File: config.mk
export PLATFORM = sky130hd
export DESIGN_NAME = lprm_home
export DESIGN_NICKNAME = d
export VERILOG_FILES = /design/src/linear_probe_region_map_unit_macros.svh /design/src/lprm_pkg.sv /design/src/lprm_home.sv
export SDC_FILE = /design/constraint.sdc
export NUM_CORES = 1
export LEC_CHECK = 0
export BUFFER_PORTS_ARGS = -buffer_cell sky130_fd_sc_hd__buf_4
export CAP_MARGIN = 10
export CORE_MARGIN = 2
export CORE_UTILIZATION = 44
export DETAILED_ROUTE_END_ITERATION = 10
export GPL_TIMING_DRIVEN = 0
export PLACE_DENSITY = 0.92
export SLEW_MARGIN = 30
export SYNTH_ARGS = -nofsm -noshare
export SYNTH_HDL_FRONTEND = slang
export SYNTH_SLANG_ARGS = --single-unit
export TNS_END_PERCENT = 100
File: constraint.sdc
create_clock -name clk -period 2.2 [get_ports clk]
set_input_delay 0.11 -clock clk [delete_from_list [all_inputs] [get_ports clk]]
set_output_delay 0.11 -clock clk [all_outputs]
set_load 0.02 [all_outputs]
File: src/linear_probe_region_map_unit_macros.svh
// Assertion macros for the region map unit.
// Needs a clock named clk and an active-low reset named rst_n in scope.
`ifndef LINEAR_PROBE_REGION_MAP_UNIT_MACROS_SVH
`define LINEAR_PROBE_REGION_MAP_UNIT_MACROS_SVH

// same-cycle implication
`define LPRM_ASSERT_IMP(lbl, ante, cons, msg) \
  lbl: assert property (@(posedge clk) disable iff (!rst_n) (ante) |-> (cons)) \
    else $error(msg);

// next-cycle implication
`define LPRM_ASSERT_NXT(lbl, ante, cons, msg) \
  lbl: assert property (@(posedge clk) disable iff (!rst_n) (ante) |=> (cons)) \
    else $error(msg);

`endif

File: src/lprm_pkg.sv
// Shared types and constants for the region map unit.
// No dependencies.
package lprm_pkg;

  localparam logic [63:0] GOLDEN_MIX = 64'h9e3779b97f4a7c15;

  typedef enum logic [1:0] {
    REQ_LOOKUP = 2'd0,
    REQ_STORE  = 2'd1,
    REQ_CLEAR  = 2'd2,
    REQ_RSVD   = 2'd3
  } req_t;

  typedef enum logic [2:0] {
    ST_HIT      = 3'd0,
    ST_MISS     = 3'd1,
    ST_INSERTED = 3'd2,
    ST_PRESENT  = 3'd3,
    ST_FULL     = 3'd4,
    ST_CLEARED  = 3'd5
  } status_t;

  typedef enum logic [2:0] {
    S_INIT,
    S_IDLE,
    S_HASH,
    S_PROBE,
    S_CLEAR,
    S_DRAIN
  } state_t;

  typedef struct packed {
    logic        valid;
    logic [63:0] addr;
    logic [47:0] len;
    logic [31:0] handle;
  } slot_t;

endpackage

File: src/lprm_home.sv
// Home slot unit: two-stage golden-ratio mix, then reduction to the table depth.
// Power-of-two depth masks; other depths use a radix-4 remainder loop. Uses lprm_pkg.
module lprm_home
  import lprm_pkg::*;
#(
  parameter int DEPTH = 1024
) (
  input  logic                     clk,
  input  logic                     rst_n,
  input  logic                     go,
  input  logic [63:0]              addr,
  input  logic [47:0]              len,
  output logic                     home_vld,
  output logic [$clog2(DEPTH)-1:0] home
);

  localparam int  IDX_W   = $clog2(DEPTH);
  localparam bit  IS_POW2 = ((DEPTH & (DEPTH - 1)) == 0);

  logic        s1_vld_r;
  logic        s2_vld_r;
  logic [63:0] x_r;
  logic [47:0] l_r;
  logic [63:0] x2_r;
  logic [63:0] part_r;
  logic [63:0] lc_r;
  logic [63:0] mix;

  always_ff @(posedge clk) begin
    if (!rst_n) begin
      s1_vld_r <= 1'b0;
      s2_vld_r <= 1'b0;
    end else begin
      s1_vld_r <= go;
      s2_vld_r <= s1_vld_r;
    end
  end

  always_ff @(posedge clk) begin
    if (go) begin
      x_r <= addr;
      l_r <= len;
    end
    if (s1_vld_r) begin
      x2_r   <= x_r;
      part_r <= (x_r << 6) + (x_r >> 2);
      lc_r   <= {16'b0, l_r} + GOLDEN_MIX;
    end
  end

  assign mix = x2_r ^ (part_r + lc_r);

  generate
    if (IS_POW2) begin : g_mask
      assign home_vld = s2_vld_r;
      assign home     = mix[IDX_W-1:0];
    end else begin : g_mod
      localparam int              STEPS = 32;
      localparam logic [IDX_W+1:0] D1   = (IDX_W+2)'(DEPTH);
      localparam logic [IDX_W+1:0] D2   = (IDX_W+2)'(2 * DEPTH);
      localparam logic [IDX_W+1:0] D3   = (IDX_W+2)'(3 * DEPTH);

      logic             run_r;
      logic [4:0]       cnt_r;
      logic [63:0]      mix_r;
      logic [IDX_W-1:0] rem_r;
      logic [IDX_W+1:0] v;
      logic [IDX_W-1:0] rem_nxt;

      assign v = {rem_r, mix_r[63:62]};

      always_comb begin
        if (v >= D3) begin
          rem_nxt = IDX_W'(v - D3);
        end else if (v >= D2) begin
          rem_nxt = IDX_W'(v - D2);
        end else if (v >= D1) begin
          rem_nxt = IDX_W'(v - D1);
        end else begin
          rem_nxt = IDX_W'(v);
        end
      end

      always_ff @(posedge clk) begin
        if (!rst_n) begin
          run_r <= 1'b0;
        end else if (s2_vld_r) begin
          run_r <= 1'b1;
        end else if (run_r && cnt_r == 5'(STEPS - 1)) begin
          run_r <= 1'b0;
        end
      end

      always_ff @(posedge clk) begin
        if (s2_vld_r) begin
          mix_r <= mix;
          rem_r <= '0;
          cnt_r <= '0;
        end else if (run_r) begin
          mix_r <= mix_r << 2;
          rem_r <= rem_nxt;
          cnt_r <= cnt_r + 5'd1;
        end
      end

      assign home_vld = run_r && (cnt_r == 5'(STEPS - 1));
      assign home     = rem_nxt;
    end
  endgenerate

endmodule
Word-level counts from Yosys, hierarchy flattened
Cells that the tools add are included.
{"block": "op_classes", "n_addsub": 3, "bitwise": 1}
{"cell": "$add A10 B10 Y10", "count": 2}
{"cell": "$add A10 B5 Y10 const B", "count": 1}
{"cell": "$xor A10 B10 Y10", "count": 1}
{"block": "word_totals", "regBits": 54, "inputBits": 115, "word_cells": 11, "output_inout_bits": 11}

Longest topological paths before layout
Gate-level depths: netlist of the first run.
{"block": "depth", "depth_word": 2, "depth_mapped": 7, "mapped_depth_nobuf": 7}

Worst setup path after synthesis of the first run
Ideal clock, no wire load.
{"block": "synth_path", "path_type": "reg-to-output", "from": "register x2_r[2] (netlist name)", "to": "output port home[6]", "n_path_buf": 0, "slack_ps": 289, "path_stages_with_launch": 8, "arrival_time_ps": 1801, "required_ps": 2090, "path_cell_list": "edfxtp_1 > ha_1 > fa_1 > a21oi_1 > o21ai_1 > o21a_1 > nor2_1 > xnor2_1"}
{"element": "end, declared", "line": "lprm_home.sv:14", "rtl": "output logic [$clog2(DEPTH)-1:0] home"}

==> results of run 1 <==
-- report_power, final --
| part | internal [mW] | total [mW] | switching, mW |
|---|---|---|---|
| sequential | 1.10 | 1.15 | 0.0495 |
| clock | 0.216 | 0.480 | 0.264 |
| combinational | 0.313 | 0.630 | 0.318 |
| total | 1.62 | 2.26 | 0.631 |
-- repair_timing --
action	CTS	global route
setup buffers	1	1
endpoints found under the setup margin	2	4
hold buffers	22	0
pin swaps	2	3
gates resized for setup	4	3
hold endpoints to repair	22	0
-- stage by stage --
| step | utilization [%] | setup slack [ns] | area [um2] | total power [mW] |
|---|---|---|---|---|
| floorplan | - | 0.289 | 2180 | 1.53 |
| global placement | 53.1 | 0.119 | 2530 | 1.73 |
| detailed placement | 53.1 | 0.112 | 2530 | 1.75 |
| CTS | 59.9 | -0.0339 | 2850 | 2.27 |
| global route | 60.3 | -0.0887 | 2870 | 2.37 |
| finish | 60.3 | -0.00366 | 2870 | 2.26 |
-- per-layer routing --
metal  GRT usage [%]  vias up
met5               0        -
met4            5.36        0
met3            4.34        5
met2            24.6       34
met1            17.0      579
li1                -      664
-- final cells by class --
class / instances / share of cell area, %
repair buffers: 59 / 17.4
clock inverters: 3 / 0.480
multi-input cells: 93 / 26.2
flip-flops and latches: 48 / 49.6
well taps: 67 / 2.92
inverters: 8 / 1.05
clock buffers: 5 / 2.40
-- Yosys cell counts --
cell type	instances
xnor2_1	20
o221ai_1	1
and2_1	2
o21ai_1	1
and4_2	1
o21ai_2	1
o21ai_0	3
a21o_1	2
nor3_1	2
ha_1	13
inv_1	8
nand4_1	1
dfxtp_1	2
o21a_1	4
nor2_1	9
o211ai_2	1
o211ai_1	1
o21bai_1	1
xor2_1	8
a21o_2	1
nand2_1	11
a21oi_2	1
edfxtp_1	46
fa_1	2
nor2b_2	1
a21oi_1	6
-- registers in the layout, indices dropped and copies added (netlist names) --
signal,cells
part_r,4
s1_vld_r,1
x2_r,10
x_r,12
home_vld,1
l_r,10
lc_r,10
-- kinds of logic (layout without fill, tap and decap cells) --
logic type	Yosys count	count (layout)	synth area share, %
DFF	48	48	65.2
xor gates and xnor gates	28	28	11.3
and+or+nand+nor	27	27	5.63
AOI/OAI and AO/OA	23	23	7.23
adders and majority gates	15	15	9.30
buffers and inverters	8	75	1.38
-- worst max path at each step --
stage	start	end
2_1_floorplan	x2_r[2]	home[6]
3_3_place_gp	x2_r[2]	home[6]
3_5_place_dp	x2_r[2]	home[6]
4_1_cts	x2_r[2]	home[6]
5_1_grt	x2_r[2]	home[6]
6_report	x2_r[2]	home[6]
==> impl_metrics.tcl, run 1 <==
set metrics [dict create \
    status "finished with violations" \
    violations "negative setup slack" \
    grt_use_total_pct 14.3 \
    drv_slew 0 \
    slowest_delay_ns 0.41 \
    rrSetupSlack_ns 0.49 \
    path_class "reg2out" \
    wl_met3_um 202 \
    setup_ws_ns -0.00366 \
    antenna_found_initial 0 \
    seqCellArea_mm2 0.00142 \
    met2WireLength_um 1880 \
    required_ns 2.09 \
    drcViolationCount 0 \
    worstReg2RegEnd "lc_r[8]" \
    vias_per_cell 4.53 \
    root_buffer "clkbuf_8" \
    crit_slowest_cell "edfxtp_1" \
    critPathCaptureType "output port" \
    port_buffers 35 \
    dieHeight_um 74.4 \
    fmax_ghz 0.454 \
    wire_per_inst_um 12.7 \
    whs_ns 0.0284 \
    skew_ns 0.00525 \
    final_cell_count_no_fill 283 \
    synthToLayoutAreaGrowth_pct 31.6 \
    mappedNetlistArea_mm2 0.00218 \
    clock_latency_ns 0.30 \
    period_share_pct 100 \
    die_w_um 74.4 \
    synth_cells 149 \
    drt-initial-drc-count 34 \
    ys_types 26 \
    cp.depth 8 \
    finalWirelength_um 3580 \
    clock-sinks 48 \
    reg2reg_depth 5 \
    ys_warn_count 0 \
    row_count 25 \
    rsz0062_at_grt "yes" \
    hold_start "rst_n" \
    ant_nets 0 \
    power_leakage_nw 1.11 \
    cts-htree-levels 2 \
    avgSynthCellArea_um2 14.6 \
    hpwl_um 2350 \
    grt_max_degree 26 \
    path_buf_inv 1 \
    wl_met1_um 1450 \
    ys_ff_latch 48 \
    topRoutingLayerUsed "met4" \
    synth_top_area_share_pct 63.4 \
    grt_pass1_wl_um 5770 \
    syn-num-nets 279 \
    worst_pin_slew_ns 0.573 \
    mostFrequentLayoutCell "edfxtp_1" \
    diodes 0 \
    max_cap_viol_count 0 \
    synthTopCellsByArea "edfxtp_1 (63%), xnor2_1 (8.0%), ha_1 (7.5%)" \
    crit_arrival_ns 2.09 \
    startpoint_type "flop" \
    final_cell_mix "edfxtp_1 (46), buf_4 (37), dlygate4sd3_1 (22)" \
    fin_nets 345 \
    hold-path-cell-count 2 \
    vias 1282 \
    multi_input_area_um2 752 \
    initial_utilization_pct 45.8 \
    worstPathCellList "ha_2 -> fa_2 -> a21oi_2 -> o21ai_2 -> o21a_1 -> nor2_2 -> xnor2_1 -> buf_4" \
    cellPowerDensity_mw_per_mm2 786 \
    post-route-min-period_ns 2.20 \
    die-area_mm2 0.00553 \
    cp_max_fo 2 \
    ios 126 \
    holdPathEnd "s1_vld_r" \
    placedCellCount 251 \
    yosysSeqAreaShare_pct 65.2 \
    gp_congestion 0.728 \
    slew_headroom_pct 61.8 \
    drive_gt1_share_pct 26.9 \
    clk_pin_slew_ns 0.08 \
    grt_overflow_total 0 \
    nFillCells 369 \
    tns_ns -0.00366 \
    cts_tree "built" \
    drt-pass1-iter-count 4 \
    r2r_start "l_r[0]" \
    cts_buffers 5 \
    cts_buffer_depth 2 \
    cp_top_family "adder cells" \
    netlist.top_cell.by_area "edfxtp_1" \
    finalSetupViolCount 1 \
    core-area_mm2 0.00475 \
    worstHoldPathType "in2reg" \
    hold_viol 0 \
    grt_pass1_vias 1311 \
    vdd_drop_max_mv 0.574 \
]
Note: power is estimated with default switching activity, not from simulation.
==> run 2, diff against run 1 <==
CORE_UTILIZATION = 45   (was 44)
CTS_BUF_LIST = sky130_fd_sc_hd__clkbuf_2 sky130_fd_sc_hd__clkbuf_4 sky130_fd_sc_hd__clkbuf_8   (was default)
PLACE_DENSITY = 0.94   (was 0.92)
==> run 2 against run 1 <==
Effect of this change: the run still ends with negative setup slack left; critical endpoint is now home[4]; cell area up 2.4%; fmax shrank 2.0%; clock-buffer cell count increased by 1; register-to-register slack better by 0.04 ns; sequential power hardly changed; highest routed layer unchanged; wire length grew 18%; sequential share of layout area down 1.2 points; critical path type unchanged; global-route usage grew 1.9 points; core utilization is 2.3 points higher; largest cell class unchanged; via count is 6.2% higher; clock power grew 5.2%; largest power group unchanged.
==> impl_metrics.tcl, run 2 (synthesis gave the netlist of run 1 again) <==
set metrics [dict create \
    status "finished with violations" \
    violations "negative setup slack" \
    drive_gt1_share_pct 29.4 \
    antenna_found_initial 0 \
    grt_max_degree 26 \
    slew_headroom_pct 62.2 \
    wire_per_inst_um 15.4 \
    root_buffer "clkbuf_8" \
    critPathCaptureType "output port" \
    skew_ns 0.00363 \
    setup_ws_ns -0.0487 \
    tns_ns -0.0685 \
    ios 126 \
    cts_buffer_depth 2 \
    dieHeight_um 73.6 \
    cp_top_family "adder cells" \
    worst_pin_slew_ns 0.567 \
    path_class "reg2out" \
    drcViolationCount 0 \
    worstReg2RegEnd "lc_r[8]" \
    gp_congestion 0.795 \
    port_buffers 35 \
    placedCellCount 238 \
    initial_utilization_pct 46.5 \
    largest_register_ffs 12 \
    cts_tree "built" \
    vias 1361 \
    path_buf_inv 4 \
    cts_buffers 5 \
    final_cell_count_no_fill 275 \
    whs_ns 0.0215 \
    power_leakage_nw 1.13 \
    diodes 0 \
    cp_common_cell "buf_4" \
    regMostFlops "x_r" \
    hpwl_um 2580 \
    finalSetupViolCount 2 \
    crit_arrival_ns 2.14 \
    drv_slew 0 \
    max_cap_viol_count 0 \
    grt_overflow_total 0 \
    vdd_drop_max_mv 0.519 \
    clk_pin_slew_ns 0.08 \
    cts-htree-levels 2 \
    slowest_delay_ns 0.41 \
    worstHoldPathType "in2reg" \
    row_count 25 \
    crit_start "x2_r[2]" \
    startpoint_type "flop" \
    ant_nets 0 \
    required_ns 2.09 \
    crit_end "home[4]" \
    synthToLayoutAreaGrowth_pct 34.8 \
    post_dp_cell_area_mm2 0.00251 \
    grt_pass1_vias 1396 \
    final_cell_area_mm2 0.00294 \
    rsz0062_at_grt "yes" \
    fmax_ghz 0.445 \
    finalWirelength_um 4240 \
    worstPathCellList "ha_2 -> fa_2 -> a21oi_4 -> buf_4 -> buf_6 -> buf_4 -> o21bai_1 -> xnor2_1 -> buf_4" \
    postLayoutCoreUtil_pct 62.6 \
    post-route-min-period_ns 2.25 \
    clock_latency_ns 0.30 \
    vias_per_cell 4.95 \
    clock-sinks 48 \
    cp_max_fo 2 \
    fin_nets 350 \
    period_share_pct 102 \
    grt_use_total_pct 16.2 \
    die-area_mm2 0.00542 \
    drt-pass1-iter-count 4 \
    mostFrequentLayoutCell "edfxtp_1" \
    hold_viol 0 \
    r2r_start "l_r[0]" \
    die_w_um 73.6 \
    cp.depth 9 \
    drt-initial-drc-count 50 \
    core-area_mm2 0.00469 \
    final_cell_mix "edfxtp_1 (46), buf_4 (41), dlygate4sd3_1 (22)" \
    grt_pass1_wl_um 6380 \
    crit_slowest_cell "edfxtp_1" \
    rrSetupSlack_ns 0.53 \
    reg2reg_depth 5 \
    cellPowerDensity_mw_per_mm2 795 \
]
-- run 2: cell types whose count changed in the layout (fill, tap and decap cells not counted), moves of 2 or more --
cell / change
ha_4: +2
buf_4: +4
clkinv_2: -2
ha_1: -3
-- run 2: worst min path at each step --
stage	start	to	cells after the start
detailed placement	len[1]	l_r[1]	1
global route	rst_n	home_vld	2
CTS	rst_n	home_vld	2
finish	rst_n	home_vld	2
floorplan	len[0]	l_r[0]	0
global placement	len[6]	l_r[6]	1
-- run 2: layout make-up --
cell class	count	area [um2]
fillers	342	1750
inverters	8	30.0
flip-flops and latches	48	1420
clock buffers	6	76.3
repair buffers	64	539
clock inverters	2	11.3
well taps	54	67.6
multi-input cells	93	792
-- run 2: layer usage --
metal	global-route usage [%]	up-vias	wire length, um
met2	31.2	35	2470
met4	6.06	0	53
met1	15.5	648	1470
met3	5.62	4	252
met5	0	-	0
li1	-	674	-
-- run 2: repair_timing --
item / in CTS / in global routing
buffers inserted: 3 / 4
endpoints found under the setup margin: 2 / 5
resized for setup: 4 / 9
hold endpoints to repair: 22 / 0
hold buffers: 22 / 0
pin swaps: 2 / 3
-- run 2: power by group --
group	switching, mW	leakage [nW]	internal [mW]
logic	0.340	0.634	0.340
clock network	0.273	0.0423	0.233
registers	0.0553	0.458	1.10
total	0.668	1.13	1.67
-- run 2: metrics by stage --
stage | setup slack (ns) | total power, mW
floorplan | 0.289 | 1.53
detailed placement | 0.143 | 1.76
global route | -0.160 | 2.45
global placement | 0.148 | 1.73
finish | -0.0487 | 2.34
CTS | 0.00123 | 2.30
==> run 3, diff against run 2 <==
RECOVER_POWER = 100   (was default)
==> run 3 against run 2 <==
Effect of this change: the flow still finishes with violations (negative setup slack); combinational power decreased by 4.0%; wire length down 0.52%; global-route usage unchanged; critical path depth unchanged; die area did not move; highest routed layer unchanged; via count grew 0.15%; power is 1.3% lower.
==> impl_metrics.tcl, run 3 (synthesis gave the netlist of run 1 again) <==
set metrics [dict create \
    wire_per_inst_um 15.3 \
    gp_congestion 0.795 \
    power_frac_clock_pct 21.8 \
    internal_power_mw 1.64 \
    vias 1363 \
    fin_nets 350 \
    mostFrequentLayoutCell "edfxtp_1" \
    hold_start "rst_n" \
    max_cap_viol_count 0 \
    clk_pin_slew_ns 0.08 \
    worstHoldPathType "in2reg" \
    vdd_drop_max_mv 0.517 \
    crit_start "x2_r[2]" \
    vias_per_cell 4.96 \
    worstReg2RegEnd "lc_r[8]" \
    worstPathCellList "ha_2 -> fa_2 -> a21oi_4 -> buf_4 -> buf_6 -> buf_4 -> o21bai_1 -> xnor2_1 -> buf_4" \
    final_cell_mix "edfxtp_1 (46), clkbuf_4 (23), dlygate4sd3_1 (22)" \
    path_buf_inv 4 \
    violations "negative setup slack" \
    critPathCaptureType "output port" \
    drive_gt1_share_pct 25.8 \
    period_share_pct 102 \
    cp_max_fo 2 \
    cts_buffers 5 \
    ant_nets 0 \
    grt_max_degree 26 \
    p_switching_mw 0.664 \
    row_count 25 \
    regMostFlops "x_r" \
    drv_slew 0 \
    finalSetupViolCount 3 \
    total_power_mw 2.31 \
    required_ns 2.09 \
    drt-initial-drc-count 52 \
    worst_pin_slew_ns 1.19 \
    drcViolationCount 0 \
    slowest_delay_ns 0.41 \
    path_class "reg2out" \
    holdPathEnd "home_vld" \
    combPwrFrac_pct 28.3 \
    cts-htree-levels 2 \
    antenna_found_initial 0 \
    rsz0062_at_grt "yes" \
    root_buffer "clkbuf_8" \
    swShare_pct 28.8 \
    core-area_mm2 0.00469 \
    grt_use_total_pct 16.2 \
    initial_utilization_pct 46.5 \
    dieHeight_um 73.6 \
    clock_latency_ns 0.30 \
    grt_pass1_vias 1396 \
    grt_pass1_wl_um 6380 \
    synthToLayoutAreaGrowth_pct 33.2 \
    grt_overflow_total 0 \
    r2r_start "l_r[0]" \
    hpwl_um 2580 \
    nFillCells 351 \
    port_buffers 35 \
    fmax_ghz 0.445 \
    cp_common_cell "buf_4" \
    setup_ws_ns -0.0493 \
    die-area_mm2 0.00542 \
    postLayoutCoreUtil_pct 61.9 \
    crit_slowest_cell "edfxtp_1" \
    clock-sinks 48 \
    crit_arrival_ns 2.14 \
    hold_viol 0 \
    cts_buffer_depth 2 \
    p_seq_share_pct 49.9 \
    ios 126 \
    power_leakage_nw 1.11 \
    cts_tree "built" \
    die_w_um 73.6 \
    hold-path-cell-count 2 \
    status "finished with violations" \
    cellPowerDensity_mw_per_mm2 795 \
    largest_register_ffs 12 \
    diodes 0 \
    drt-pass1-iter-count 4 \
    skew_ns 0.00488 \
    startpoint_type "flop" \
    post-route-min-period_ns 2.25 \
    reg2reg_depth 5 \
    finalWirelength_um 4220 \
    cp_top_family "adder cells" \
    rrSetupSlack_ns 0.53 \
    slew_headroom_pct 20.9 \
]
-- run 3: cell count changes in the layout (fill, tap and decap cells not counted), sizes merged --
cell / previous run / this run
clkbuf: 6 / 34
buf: 42 / 14
-- run 3: worst max path at each step --
stage               cells after the start      end  slack [ns]
global placement                        8  home[6]        0.15
detailed placement                      8  home[6]        0.14
global route                            9  home[4]       -0.16
floorplan                               7  home[6]        0.29
CTS                                     8  home[6]       0.001
finish                                  9  home[4]       -0.05
-- run 3: cell type report --
| type | count | area [um2] | share of cell area (%) |
|---|---|---|---|
| clock buffers | 6 | 76.3 | 2.63 |
| multi-input cells | 93 | 779 | 26.9 |
| clock inverters | 2 | 11.3 | 0.388 |
| flip-flops and latches | 48 | 1420 | 49.0 |
| inverters | 8 | 30.0 | 1.03 |
| repair buffers | 64 | 517 | 17.8 |
| well taps | 54 | 67.6 | 2.33 |
-- run 3: power by group through the flow --
stage	registers [mW]	logic, mW	clock network (mW)
2_1_floorplan	1.15	0.378	0
3_3_place_gp	1.16	0.571	0
3_5_place_dp	1.17	0.591	0
4_1_cts	1.15	0.639	0.511
5_1_grt	1.16	0.712	0.553
6_report	1.15	0.652	0.504
-- run 3: metrics by stage --
step	cells	hold WS (ns)	setup slack [ns]	instance area, um2	setup TNS [ns]
6_report	275	0.0209	-0.0493	2900	-0.0923
5_1_grt	275	0.0196	-0.160	2900	-0.563
4_1_cts	271	0.0123	0.00123	2850	0
3_5_place_dp	238	0.289	0.143	2510	0
3_3_place_gp	238	0.289	0.148	2510	0
2_1_floorplan	149	0.209	0.289	2180	0
-- run 3: routing by layer --
metal | vias to the layer above | GRT usage, % | wire [um]
met5 | - | 0 | 0
met1 | 646 | 15.5 | 1490
met2 | 38 | 31.2 | 2430
met4 | 0 | 6.06 | 53
met3 | 4 | 5.62 | 248
li1 | 675 | - | -
-- run 3: repair_timing --
item                                   4_1_cts  5_1_grt
hold buffers                                22        0
pin swaps                                    2        3
gates cloned                                 0        0
resized for setup                            4        9
buffers inserted                             3        4
setup endpoints to repair                    2        5
endpoints found under the hold margin       22        0
